[src/rtl/core/fan_level_range_table_assert.svh]
// ---------------------------------------------------------------------------
// Fan level range table assertion macros
// Shared property forms for the concurrent checks of the fan table core.
// ---------------------------------------------------------------------------
`ifndef FAN_LEVEL_RANGE_TABLE_ASSERT_SVH
`define FAN_LEVEL_RANGE_TABLE_ASSERT_SVH

// The consequent must hold in the same cycle as the antecedent.
`define FLRT_ASSERT_SAME(label, clk, rst_n, ante, cons) \
    label: assert property (@(posedge clk) disable iff (!rst_n) (ante) |-> (cons)) \
        else $error("fan table check failed in the same cycle");

// The consequent must hold in the cycle after the antecedent.
`define FLRT_ASSERT_NEXT(label, clk, rst_n, ante, cons) \
    label: assert property (@(posedge clk) disable iff (!rst_n) (ante) |=> (cons)) \
        else $error("fan table check failed in the following cycle");

`endif

[src/rtl/core/flrt_pkg.sv]
// ---------------------------------------------------------------------------
// Fan level range table package
// Types and constants shared by the range cells and the top level.
// ---------------------------------------------------------------------------
package flrt_pkg;

    localparam int IDX_W  = 3;
    localparam int CMD_W  = 4;
    localparam int TEMP_W = 8;
    localparam int CNT_W  = 4;

    localparam logic [CMD_W-1:0] CMD_AUTO = 4'd8;
    localparam logic [CMD_W-1:0] CMD_LAST = 4'd10;

    localparam logic REQ_SAMPLE = 1'b0;
    localparam logic REQ_WRITE  = 1'b1;

    typedef enum logic [1:0] {
        ST_IDLE,
        ST_SCAN,
        ST_HOLD
    } state_t;

    // Search token that travels down the row of cells.
    typedef struct packed {
        logic                     vld;
        logic signed [TEMP_W-1:0] temp;
        logic                     found;
        logic [IDX_W-1:0]         hit_idx;
        logic [CMD_W-1:0]         hit_cmd;
        logic                     keep;
        logic [CMD_W-1:0]         cur_cmd;
    } tok_t;

    // Entry write broadcast to every cell.
    typedef struct packed {
        logic                     en;
        logic [IDX_W-1:0]         idx;
        logic signed [TEMP_W-1:0] min;
        logic signed [TEMP_W-1:0] max;
        logic [CMD_W-1:0]         cmd;
    } wr_t;

endpackage

[src/rtl/core/flrt_cell.sv]
// ---------------------------------------------------------------------------
// Fan level range table cell
// Holds one table entry and passes the search token on to its neighbour.
// ---------------------------------------------------------------------------
module flrt_cell
    import flrt_pkg::*;
#(
    parameter int CELL_INDEX = 0
)
(
    input  logic             clk,
    input  logic             rst_n,
    input  wr_t              wr,
    input  logic [CNT_W-1:0] count_eff,
    input  logic [IDX_W-1:0] cur_eff,
    input  tok_t             tok_in,
    output tok_t             tok_out
);

    logic signed [TEMP_W-1:0] low_reg;
    logic signed [TEMP_W-1:0] high_reg;
    logic [CMD_W-1:0]         cmd_reg;
    tok_t                     tok_reg;
    tok_t                     tok_next;
    logic                     active;
    logic                     in_range;
    logic                     hit;
    logic                     is_cur;

    always_ff @(posedge clk)
    begin
        if (wr.en && (wr.idx == IDX_W'(CELL_INDEX)))
        begin
            low_reg  <= wr.min;
            high_reg <= wr.max;
            cmd_reg  <= wr.cmd;
        end
    end

    always_comb
    begin
        active   = CNT_W'(CELL_INDEX) < count_eff;
        in_range = ($signed(tok_in.temp) >= low_reg) && ($signed(tok_in.temp) <= high_reg);
        hit      = active && in_range;
        is_cur   = cur_eff == IDX_W'(CELL_INDEX);
        tok_next = tok_in;
        if (hit && !tok_in.found)
        begin
            tok_next.found   = 1'b1;
            tok_next.hit_idx = IDX_W'(CELL_INDEX);
            tok_next.hit_cmd = cmd_reg;
        end
        if (is_cur)
        begin
            tok_next.keep    = hit;
            tok_next.cur_cmd = cmd_reg;
        end
    end

    always_ff @(posedge clk or negedge rst_n)
    begin
        if (!rst_n)
        begin
            tok_reg <= '0;
        end
        else
        begin
            tok_reg <= tok_next;
        end
    end

    assign tok_out = tok_reg;

endmodule

[src/rtl/core/fan_level_range_table.sv]
// ---------------------------------------------------------------------------
// Fan level range table
// Maps a temperature sample to a fan command through a small table of
// overlapping ranges, keeping the entry in force while it still applies.
// ---------------------------------------------------------------------------
// A sample request passes through the input token register and the registers of
// the min(MAX_ENTRIES, 8) cells; the result is then registered at the output,
// or kept in the hold registers while an earlier result waits for out_ready.
// No new request is accepted until the result is in the output register; an entry write gives no result.
// Reset clears the handshake state, the entry count and the current entry;
// the table entries are undefined until written.
// ---------------------------------------------------------------------------
`include "fan_level_range_table_assert.svh"

module fan_level_range_table
    import flrt_pkg::*;
#(
    parameter int MAX_ENTRIES = 8
)
(
    input  logic                     clk,
    input  logic                     rst_n,
    input  logic                     cfg_valid,
    output logic                     cfg_ready,
    input  logic [CNT_W-1:0]         entry_count,
    input  logic                     in_valid,
    output logic                     in_ready,
    input  logic                     req_type,
    input  logic signed [TEMP_W-1:0] temperature,
    input  logic [IDX_W-1:0]         entry_index,
    input  logic signed [TEMP_W-1:0] entry_min,
    input  logic signed [TEMP_W-1:0] entry_max,
    input  logic [CMD_W-1:0]         entry_command,
    output logic                     out_valid,
    input  logic                     out_ready,
    output logic [CMD_W-1:0]         fan_command,
    output logic [IDX_W-1:0]         selected_entry
);

    localparam int NCELL = (MAX_ENTRIES < (1 << IDX_W)) ? MAX_ENTRIES : (1 << IDX_W);

    state_t           state_reg;
    state_t           state_next;
    logic [CNT_W-1:0] entry_count_reg;
    logic [IDX_W-1:0] cur_entry_reg;
    logic [IDX_W-1:0] cur_entry_next;
    tok_t             tok_reg;
    tok_t             tok_next;
    logic             out_valid_reg;
    logic             out_valid_next;
    logic [CMD_W-1:0] fan_command_reg;
    logic [CMD_W-1:0] fan_command_next;
    logic [IDX_W-1:0] selected_entry_reg;
    logic [IDX_W-1:0] selected_entry_next;
    logic [CMD_W-1:0] hold_cmd_reg;
    logic [CMD_W-1:0] hold_cmd_next;
    logic [IDX_W-1:0] hold_idx_reg;
    logic [IDX_W-1:0] hold_idx_next;
    logic [CNT_W-1:0] count_eff;
    logic [IDX_W-1:0] cur_eff;
    logic             sample_accept;
    logic             scan_end;
    logic [IDX_W-1:0] res_idx;
    logic [CMD_W-1:0] res_cmd;
    wr_t              wr;
    tok_t             tok_chain [NCELL+1];

    assign cfg_ready = 1'b1;
    assign in_ready  = state_reg == ST_IDLE;

    assign count_eff = (entry_count_reg > CNT_W'(NCELL)) ? CNT_W'(NCELL) : entry_count_reg;
    assign cur_eff   = (CNT_W'(cur_entry_reg) >= count_eff) ? IDX_W'(0) : cur_entry_reg;

    assign sample_accept = in_valid && in_ready && (req_type == REQ_SAMPLE);

    assign wr.en  = in_valid && in_ready && (req_type == REQ_WRITE);
    assign wr.idx = entry_index;
    assign wr.min = entry_min;
    assign wr.max = entry_max;
    assign wr.cmd = entry_command;

    always_comb
    begin
        tok_next         = '0;
        tok_next.vld     = sample_accept;
        tok_next.temp    = temperature;
    end

    assign tok_chain[0] = tok_reg;

    for (genvar i = 0; i < NCELL; i++)
    begin : g_cell
        flrt_cell #(
            .CELL_INDEX (i)
        ) u_cell (
            .clk       (clk),
            .rst_n     (rst_n),
            .wr        (wr),
            .count_eff (count_eff),
            .cur_eff   (cur_eff),
            .tok_in    (tok_chain[i]),
            .tok_out   (tok_chain[i+1])
        );
    end

    assign scan_end = tok_chain[NCELL].vld;

    always_comb
    begin
        if (count_eff == '0)
        begin
            res_idx = '0;
            res_cmd = CMD_AUTO;
        end
        else if (tok_chain[NCELL].keep || !tok_chain[NCELL].found)
        begin
            res_idx = cur_eff;
            res_cmd = tok_chain[NCELL].cur_cmd;
        end
        else
        begin
            res_idx = tok_chain[NCELL].hit_idx;
            res_cmd = tok_chain[NCELL].hit_cmd;
        end
        if (res_cmd > CMD_LAST)
        begin
            res_cmd = CMD_AUTO;
        end
    end

    always_comb
    begin
        state_next          = state_reg;
        cur_entry_next      = cur_entry_reg;
        out_valid_next      = out_valid_reg && !out_ready;
        fan_command_next    = fan_command_reg;
        selected_entry_next = selected_entry_reg;
        hold_cmd_next       = hold_cmd_reg;
        hold_idx_next       = hold_idx_reg;
        case (state_reg)
            ST_IDLE:
            begin
                if (sample_accept)
                begin
                    state_next = ST_SCAN;
                end
            end
            ST_SCAN:
            begin
                if (scan_end)
                begin
                    cur_entry_next = res_idx;
                    if (!out_valid_reg || out_ready)
                    begin
                        out_valid_next      = 1'b1;
                        fan_command_next    = res_cmd;
                        selected_entry_next = res_idx;
                        state_next          = ST_IDLE;
                    end
                    else
                    begin
                        hold_cmd_next = res_cmd;
                        hold_idx_next = res_idx;
                        state_next    = ST_HOLD;
                    end
                end
            end
            ST_HOLD:
            begin
                if (out_ready)
                begin
                    out_valid_next      = 1'b1;
                    fan_command_next    = hold_cmd_reg;
                    selected_entry_next = hold_idx_reg;
                    state_next          = ST_IDLE;
                end
            end
            default:
            begin
                state_next = ST_IDLE;
            end
        endcase
    end

    always_ff @(posedge clk or negedge rst_n)
    begin
        if (!rst_n)
        begin
            state_reg       <= ST_IDLE;
            entry_count_reg <= '0;
            cur_entry_reg   <= '0;
            out_valid_reg   <= 1'b0;
            tok_reg         <= '0;
        end
        else
        begin
            state_reg     <= state_next;
            cur_entry_reg <= cur_entry_next;
            out_valid_reg <= out_valid_next;
            tok_reg       <= tok_next;
            if (cfg_valid && cfg_ready)
            begin
                entry_count_reg <= entry_count;
            end
        end
    end

    always_ff @(posedge clk)
    begin
        fan_command_reg    <= fan_command_next;
        selected_entry_reg <= selected_entry_next;
        hold_cmd_reg       <= hold_cmd_next;
        hold_idx_reg       <= hold_idx_next;
    end

    assign out_valid      = out_valid_reg;
    assign fan_command    = fan_command_reg;
    assign selected_entry = selected_entry_reg;

    `FLRT_ASSERT_NEXT(a_sample_starts_scan, clk, rst_n, sample_accept, state_reg == ST_SCAN)
    `FLRT_ASSERT_SAME(a_end_only_in_scan, clk, rst_n, scan_end, state_reg == ST_SCAN)
    `FLRT_ASSERT_SAME(a_hold_has_output, clk, rst_n, state_reg == ST_HOLD, out_valid_reg)
    `FLRT_ASSERT_NEXT(a_empty_clears_cur, clk, rst_n, scan_end && (count_eff == '0), cur_entry_reg == '0)

endmodule

[config.mk]
export PLATFORM = sky130hd
export DESIGN_NAME = fan_level_range_table
export DESIGN_NICKNAME = d
export VERILOG_FILES = /design/src/rtl/core/flrt_pkg.sv /design/src/rtl/core/flrt_cell.sv /design/src/rtl/core/fan_level_range_table.sv
export VERILOG_INCLUDE_DIRS = /design/src /design/src/rtl/core
export SDC_FILE = /design/constraint.sdc
export NUM_CORES = 1
export LEC_CHECK = 0
export BUFFER_PORTS_ARGS = -buffer_cell sky130_fd_sc_hd__buf_2
export CAP_MARGIN = 25
export CORE_MARGIN = 2
export CORE_UTILIZATION = 40
export DETAILED_ROUTE_END_ITERATION = 10
export GPL_TIMING_DRIVEN = 0
export SLEW_MARGIN = 0
export SYNTH_ARGS = -nofsm -noshare
export SYNTH_HDL_FRONTEND = slang
export SYNTH_SLANG_ARGS = --single-unit
[constraint.sdc]
create_clock -name clk -period 2.7 [get_ports clk]
set_input_delay 0.54 -clock clk [delete_from_list [all_inputs] [get_ports clk]]
set_output_delay 0.54 -clock clk [all_outputs]
set_load 0.03 [all_outputs]
### Word-level counts from Yosys, hierarchy flattened

Index checks and enable logic that the tools add are counted.

* ROM bits: 0
* memory bits (writable): 0
* output and inout port bits: 10
* flip-flop bits (word level): 361
* bits in latches: 0
* word-level logic and storage cells: 234
* memories kept: 0
* input port bits: 41

* reductions and logical operators: 56
* $add $sub $neg: 0
* multiply operators: 0
* $lt $le $gt $ge: 27
* shift operators: 0
* divide/modulo/power cells: 0
* bitwise operators: 2
* muxes and demuxes: 40
* eq/ne operators: 20

Operators by type and width (number)
* >= comparator 8 bit: 8
* less-or-equal comparator 8 bit: 8
* 2-to-1 mux 8 bit: 8
* 2-to-1 mux 5 bit: 8
* logical AND 1 bit: 35
* 2-to-1 mux 4 bit: 7
* == test 3 bit, second input constant: 8
* 2-to-1 mux 3 bit: 6
* less-than comparator 3 x 4 -> 1 bit, first input constant: 4
* == test 3 x 2 -> 1 bit, second input constant: 4
* logical NOT 1 bit: 10
* > comparator 4 bit, second input constant: 2
* less-than comparator 1 x 4 -> 1 bit, first input constant: 2
* less-than comparator 2 x 4 -> 1 bit, first input constant: 2
* 2-to-1 mux 2 bit: 4
* one-hot mux 4 bit (2 select lines): 1
* == test 3 x 1 -> 1 bit, second input constant: 2
* logical NOT 3 bit: 2
* one-hot mux 2 bit (3 select lines): 1
* one-hot mux 3 bit (2 select lines): 1
* AND reduction 3 bit: 2
* >= comparator 3 x 4 -> 1 bit: 1
* logical NOT 4 bit: 1
* inequality test 2 x 1 -> 1 bit, second input constant: 2
* other kinds (11): 16

### Longest topological paths before layout

* depth after elaboration: 9
* depth in mapped cells: 9
* depth with buffers taken out: 8

### Hierarchy

A second synthesis with hierarchy kept.

* cell total of the unflattened synthesis: 1100
* area, all modules: 15775.1 um^2

Modules (own cells, without submodules)
* flrt_cell at g_cell[4].u_cell ...: area each 1769.2 um^2, cells an instance 123, times used 2, sequential area each 1151.1 um^2
* flrt_cell at g_cell[1].u_cell: area each 1793.0 um^2, cells an instance 118, times used 1, sequential area each 1151.1 um^2
* flrt_cell at g_cell[2].u_cell: area each 1793.0 um^2, cells an instance 119, times used 1, sequential area each 1151.1 um^2
* flrt_cell at g_cell[3].u_cell: area each 1793.0 um^2, cells an instance 122, times used 1, sequential area each 1151.1 um^2
* flrt_cell at g_cell[6].u_cell: area each 1784.2 um^2, cells an instance 123, times used 1, sequential area each 1151.1 um^2
* flrt_cell at g_cell[7].u_cell: area each 1773.0 um^2, cells an instance 119, times used 1, sequential area each 1151.1 um^2
* flrt_cell at g_cell[0].u_cell: area each 1751.7 um^2, cells an instance 117, times used 1, sequential area each 1151.1 um^2
* fan_level_range_table: area each 1549.0 um^2, cells an instance 136, times used 1, sequential area each 895.9 um^2

### Worst setup path before layout

No wires, ideal clock.

* kind: reg-to-reg
* start: register state_reg[0]
* end: register g_cell[4].u_cell.cmd_reg[0] (enable)
* data arrival time: 2.511 ns
* stages on the path, launching flop included: 5
* setup time: 0.422 ns
* data required time: 2.278 ns
* buffers on the path: 0
* period minus slack after synthesis: 2.933 ns
* setup slack: -0.233 ns
* cells stage by stage: dfrtp_1 inv_1 ha_1 nand4_1 nor3_1

* word-level cells in the longest chain between the ends: 4

RTL lines
* start: declaration: RTL line fan_level_range_table.sv:42 `state_t state_reg;`
* start signal: assignment: RTL line fan_level_range_table.sv:197 `state_reg <= state_next;`
* logical NOT 2 bit: RTL line fan_level_range_table.sv:69 `assign in_ready = state_reg == ST_IDLE;`
* via in_ready: RTL line fan_level_range_table.sv:27 `output logic in_ready,`
* logical AND 1 bit (2 in series): RTL line fan_level_range_table.sv:76 `assign wr.en = in_valid && in_ready && (req_type == REQ_WRITE);`
* logical AND 1 bit: RTL line flrt_cell.sv:32 `if (wr.en && (wr.idx == IDX_W'(CELL_INDEX)))`
* end signal: assignment: RTL line flrt_cell.sv:36 `cmd_reg <= wr.cmd;`
* end: declaration: RTL line flrt_cell.sv:22 `logic [CMD_W-1:0] cmd_reg;`

The timed path passes the listed nets, and every way through them passes these cells.
A chain may end at the register's enable or synchronous reset.

==> metrics.txt <==
status complete, no violations; Placeable Area 36,400 um^2; design area 16,900 um^2; Antenna Violating Nets Remaining 0; drt wl/cell 16.5 um; Std-Cell Rows 70; Worst VDD drop 0.619 mV; die width 196 um; Worst-path clk slew 60 ps; Synth Area in XOR/XNOR 0%; clock sink count 354; number of flops mapped to enable cells by yosys 174; Total Wirelength 26.8 mm; RSZ-0062 raised after global routing false; PwrDens 774 nW/um^2; ys async rst share 50.8%; total congestion overflow 0; CTS tree done; Setup crit end kind register; Longest Clk Path Bufs 3; Clock Skews 25.3 ps; Post-synth top flop dfrtp_1; post-synthesis adder-cell area fraction 11.3%; routed via count 7,844; reg-to-reg slack, setup 160 ps; Worst Hold Slack 124 ps; die area 38,300 um^2; Worst Path Max Fanout 6; vias in the first global route 8,275; initial antenna violation count 0; clock network power share 36.4%; max-slew violations 0; global-route wire length before repair 43.8 mm; P_leak 0.00741 uW; Tmin final 2540 ps; TritonRoute pass-1 iters 6; crit path launch type register; Antenna Cells 0; hold depth 1; switching share of power 24.4%; combinational share of power 13.5%; placed cell areas 15,700 um^2; Max Cap Viol 0; Top-Level Pins 51; gpl congestion 0.788; Num CTS Buffers 38; sequential share of the synthesized area 66.2%; vias per std cell 4.85; largest net degree at the start of global routing 119; fin crit share 93.9%; IO Port Bufs 49; Layout Nets 1,295; die height 196 um; synthesized flop and latch total 354; Pint 9900 uW; share of cells above drive strength 1 18.1%; clock insertion delay at the later pin of the skew report 520 ps; Post-Syn Instances 1,020; worst r2r dst g_cell[6].u_cell.tok_out[0]$_DFF_PN0_; R2R depth 8; largest family of logic cells by synthesized area adder cells; f_max 394 MHz; Seq pwr share 50.1%; CP Class register to register; final setup margin 165 ps; DP HPWL 20.0 mm; CP arrival 2920 ps; drc violations 0; number of distinct library cells after synthesis 58; Post-Syn Nets 1,194; Place WS -33.9 ps; worst endpoint required time 3090 ps; Initial DRC Count 341; mux cell area share after synthesis 5.46%; Initial Util 40.3%; synth warn 0; global-route usage over all layers 14.7%; Hold Crit Start temperature[1]; Final Hold Fails 0; Hold Path Class input port to register; Synth Area per Inst 14.4 um^2; Rel. slew slack 34.7%; simple-gate area share of the yosys netlist 6.67%; H-tree depth 2; Compound-Gate Fraction of Synth Area 6.34%; number of fill cells in the layout 3,249; Largest register FFs 161; Tightest Pin Transition 976 ps; Area Overhead vs Synth 15.0%; Power, Total 13,100 uW; Final Setup Violations 0; total net switching power 3190 uW; post-synthesis cell area 14,700 um^2; FF-to-FF Start entry_count_reg[3]$_DFFE_PN0P_; CTS root buf clkbuf_16; worst hold endpoint tok_chain[190]$_DFF_PN0_
## layout by cell type (no fill, tap or decap), types with 19 or more instances in the layout
cell type,synthesis,routed
dfrtp_1,180,180
edfxtp_1,174,174
inv_1,143,142
ha_1,133,133
mux2_2,65,65
buf_2,2,52
clkbuf_16,0,38
nand2_1,32,32
nor2_1,31,25
nand2b_1,23,23
a21oi_1,22,21
o21ai_0,19,19
## routing by layer
metal / vias to the layer above / wire (um) / track usage [%] / share of wire, %
met5: - / 0 / 0 / 0
met4: 0 / 645 / 4.29 / 2.4
met3: 48 / 747 / 2.23 / 2.8
met2: 105 / 13300 / 25.6 / 50
met1: 3839 / 12100 / 19.0 / 45
li1: 3852 / - / - / -
## critical path: stages, from the launching register on
cell     delay [ps]
dfrtp_1         430
inv_2           150
nand2_1          80
ha_1            280
a21o_1          180
a21oi_2         260
o21ai_2         160
nor3b_2         480
mux2_2          400
## how the worst max path moves through the flow
stage | startpoint | end | slack [ps] | cells past startpoint
finish | entry_count_reg[3]$_DFFE_PN0P_ | g_cell[6].u_cell.tok_out[0]$_DFF_PN0_ | 160 | 8
global route | entry_count_reg[3]$_DFFE_PN0P_ | g_cell[6].u_cell.tok_out[5]$_DFF_PN0_ | 20 | 6
global placement | rst_n | g_cell[0].u_cell.tok_out[5]$_DFF_PN0_ | -2070 | 1
floorplan | state_reg[0]$_DFFE_PN0P_ | g_cell[5].u_cell.cmd_reg[0]$_DFFE_PP_ | 300 | 4
CTS | entry_count_reg[3]$_DFFE_PN0P_ | g_cell[6].u_cell.tok_out[0]$_DFF_PN0_ | 30 | 8
detailed placement | entry_count_reg[3]$_DFFE_PN0P_ | g_cell[6].u_cell.tok_out[0]$_DFF_PN0_ | -30 | 8
## Yosys cell counts (all sizes together) (5+ instances only)
master | instances | area share, %
o22ai | 8 | 0.34
mux2i | 7 | 0.48
nand2b | 23 | 0.98
or3 | 5 | 0.21
o31ai | 8 | 0.41
o221ai | 5 | 0.30
a211oi | 9 | 0.54
nand3b | 5 | 0.26
clkbuf | 8 | 0.21
edfxtp | 174 | 36
a21o | 11 | 0.57
o21ai | 20 | 0.68
o21a | 8 | 0.41
nor3 | 5 | 0.17
nor4 | 6 | 0.30
nor4b | 6 | 0.36
dfrtp | 180 | 31
a21oi | 22 | 0.75
nand3 | 11 | 0.37
or2 | 6 | 0.26
nor2 | 31 | 0.79
ha | 133 | 11
nand2 | 32 | 0.82
mux2 | 65 | 5.0
and2 | 7 | 0.30
nor2b | 8 | 0.34
nand4 | 6 | 0.26
o211ai | 14 | 0.72
nor3b | 10 | 0.58
inv | 143 | 3.7
## per-stage QoR
| step | cells | TNS, ps | util [%] |
|---|---|---|---|
| 5_1_grt | 1617 | 0 | 46.4 |
| 6_report | 1617 | 0 | 46.4 |
| 3_3_place_gp | 1537 | -398690 | 42.6 |
| 3_5_place_dp | 1545 | -212 | 43.1 |
| 4_1_cts | 1614 | 0 | 46.3 |
| 2_1_floorplan | 1020 | 0 | - |
## power groups by stage
| stage | Combinational, uW | Sequential (uW) | Clock (uW) |
|---|---|---|---|
| final | 1770 | 6560 | 4760 |
| after floorplan | 1130 | 6690 | 0 |
| after global placement | 1700 | 6650 | 0 |
| after detailed placement | 1750 | 6670 | 0 |
| after global routing | 1980 | 6640 | 5120 |
| after CTS | 1780 | 6570 | 4890 |
## area by class of cell
type	count	area, um^2	area share (%)
inverter	143	537	3.17
sequential	354	9730	57.5
tap	468	586	3.46
clock buffer	50	1040	6.13
multi-input combinational	512	4440	26.2
clock inverter	18	119	0.703
timing repair buffer	61	415	2.46
buffer	11	48.8	0.289
## kinds of logic after synthesis
| group | count (synthesis) |
|---|---|
| flip-flops | 354 |
| adder cells (fa/ha/maj) | 133 |
| AO/OA/AOI/OAI | 133 |
| other | 1 |
| multiplexers | 72 |
| AND/OR/NAND/NOR | 173 |
| buffers and inverters | 154 |
## what timing repair did
action / in CTS / in global routing
gates resized for setup: 1 / 3
pin swaps: 0 / 1
endpoints found under the setup margin: 17 / 27
hold buffers: 1 / 0
endpoints found under the hold margin: 10 / 0
buffers inserted: 0 / 1
(Power assumes the default switching activity.)
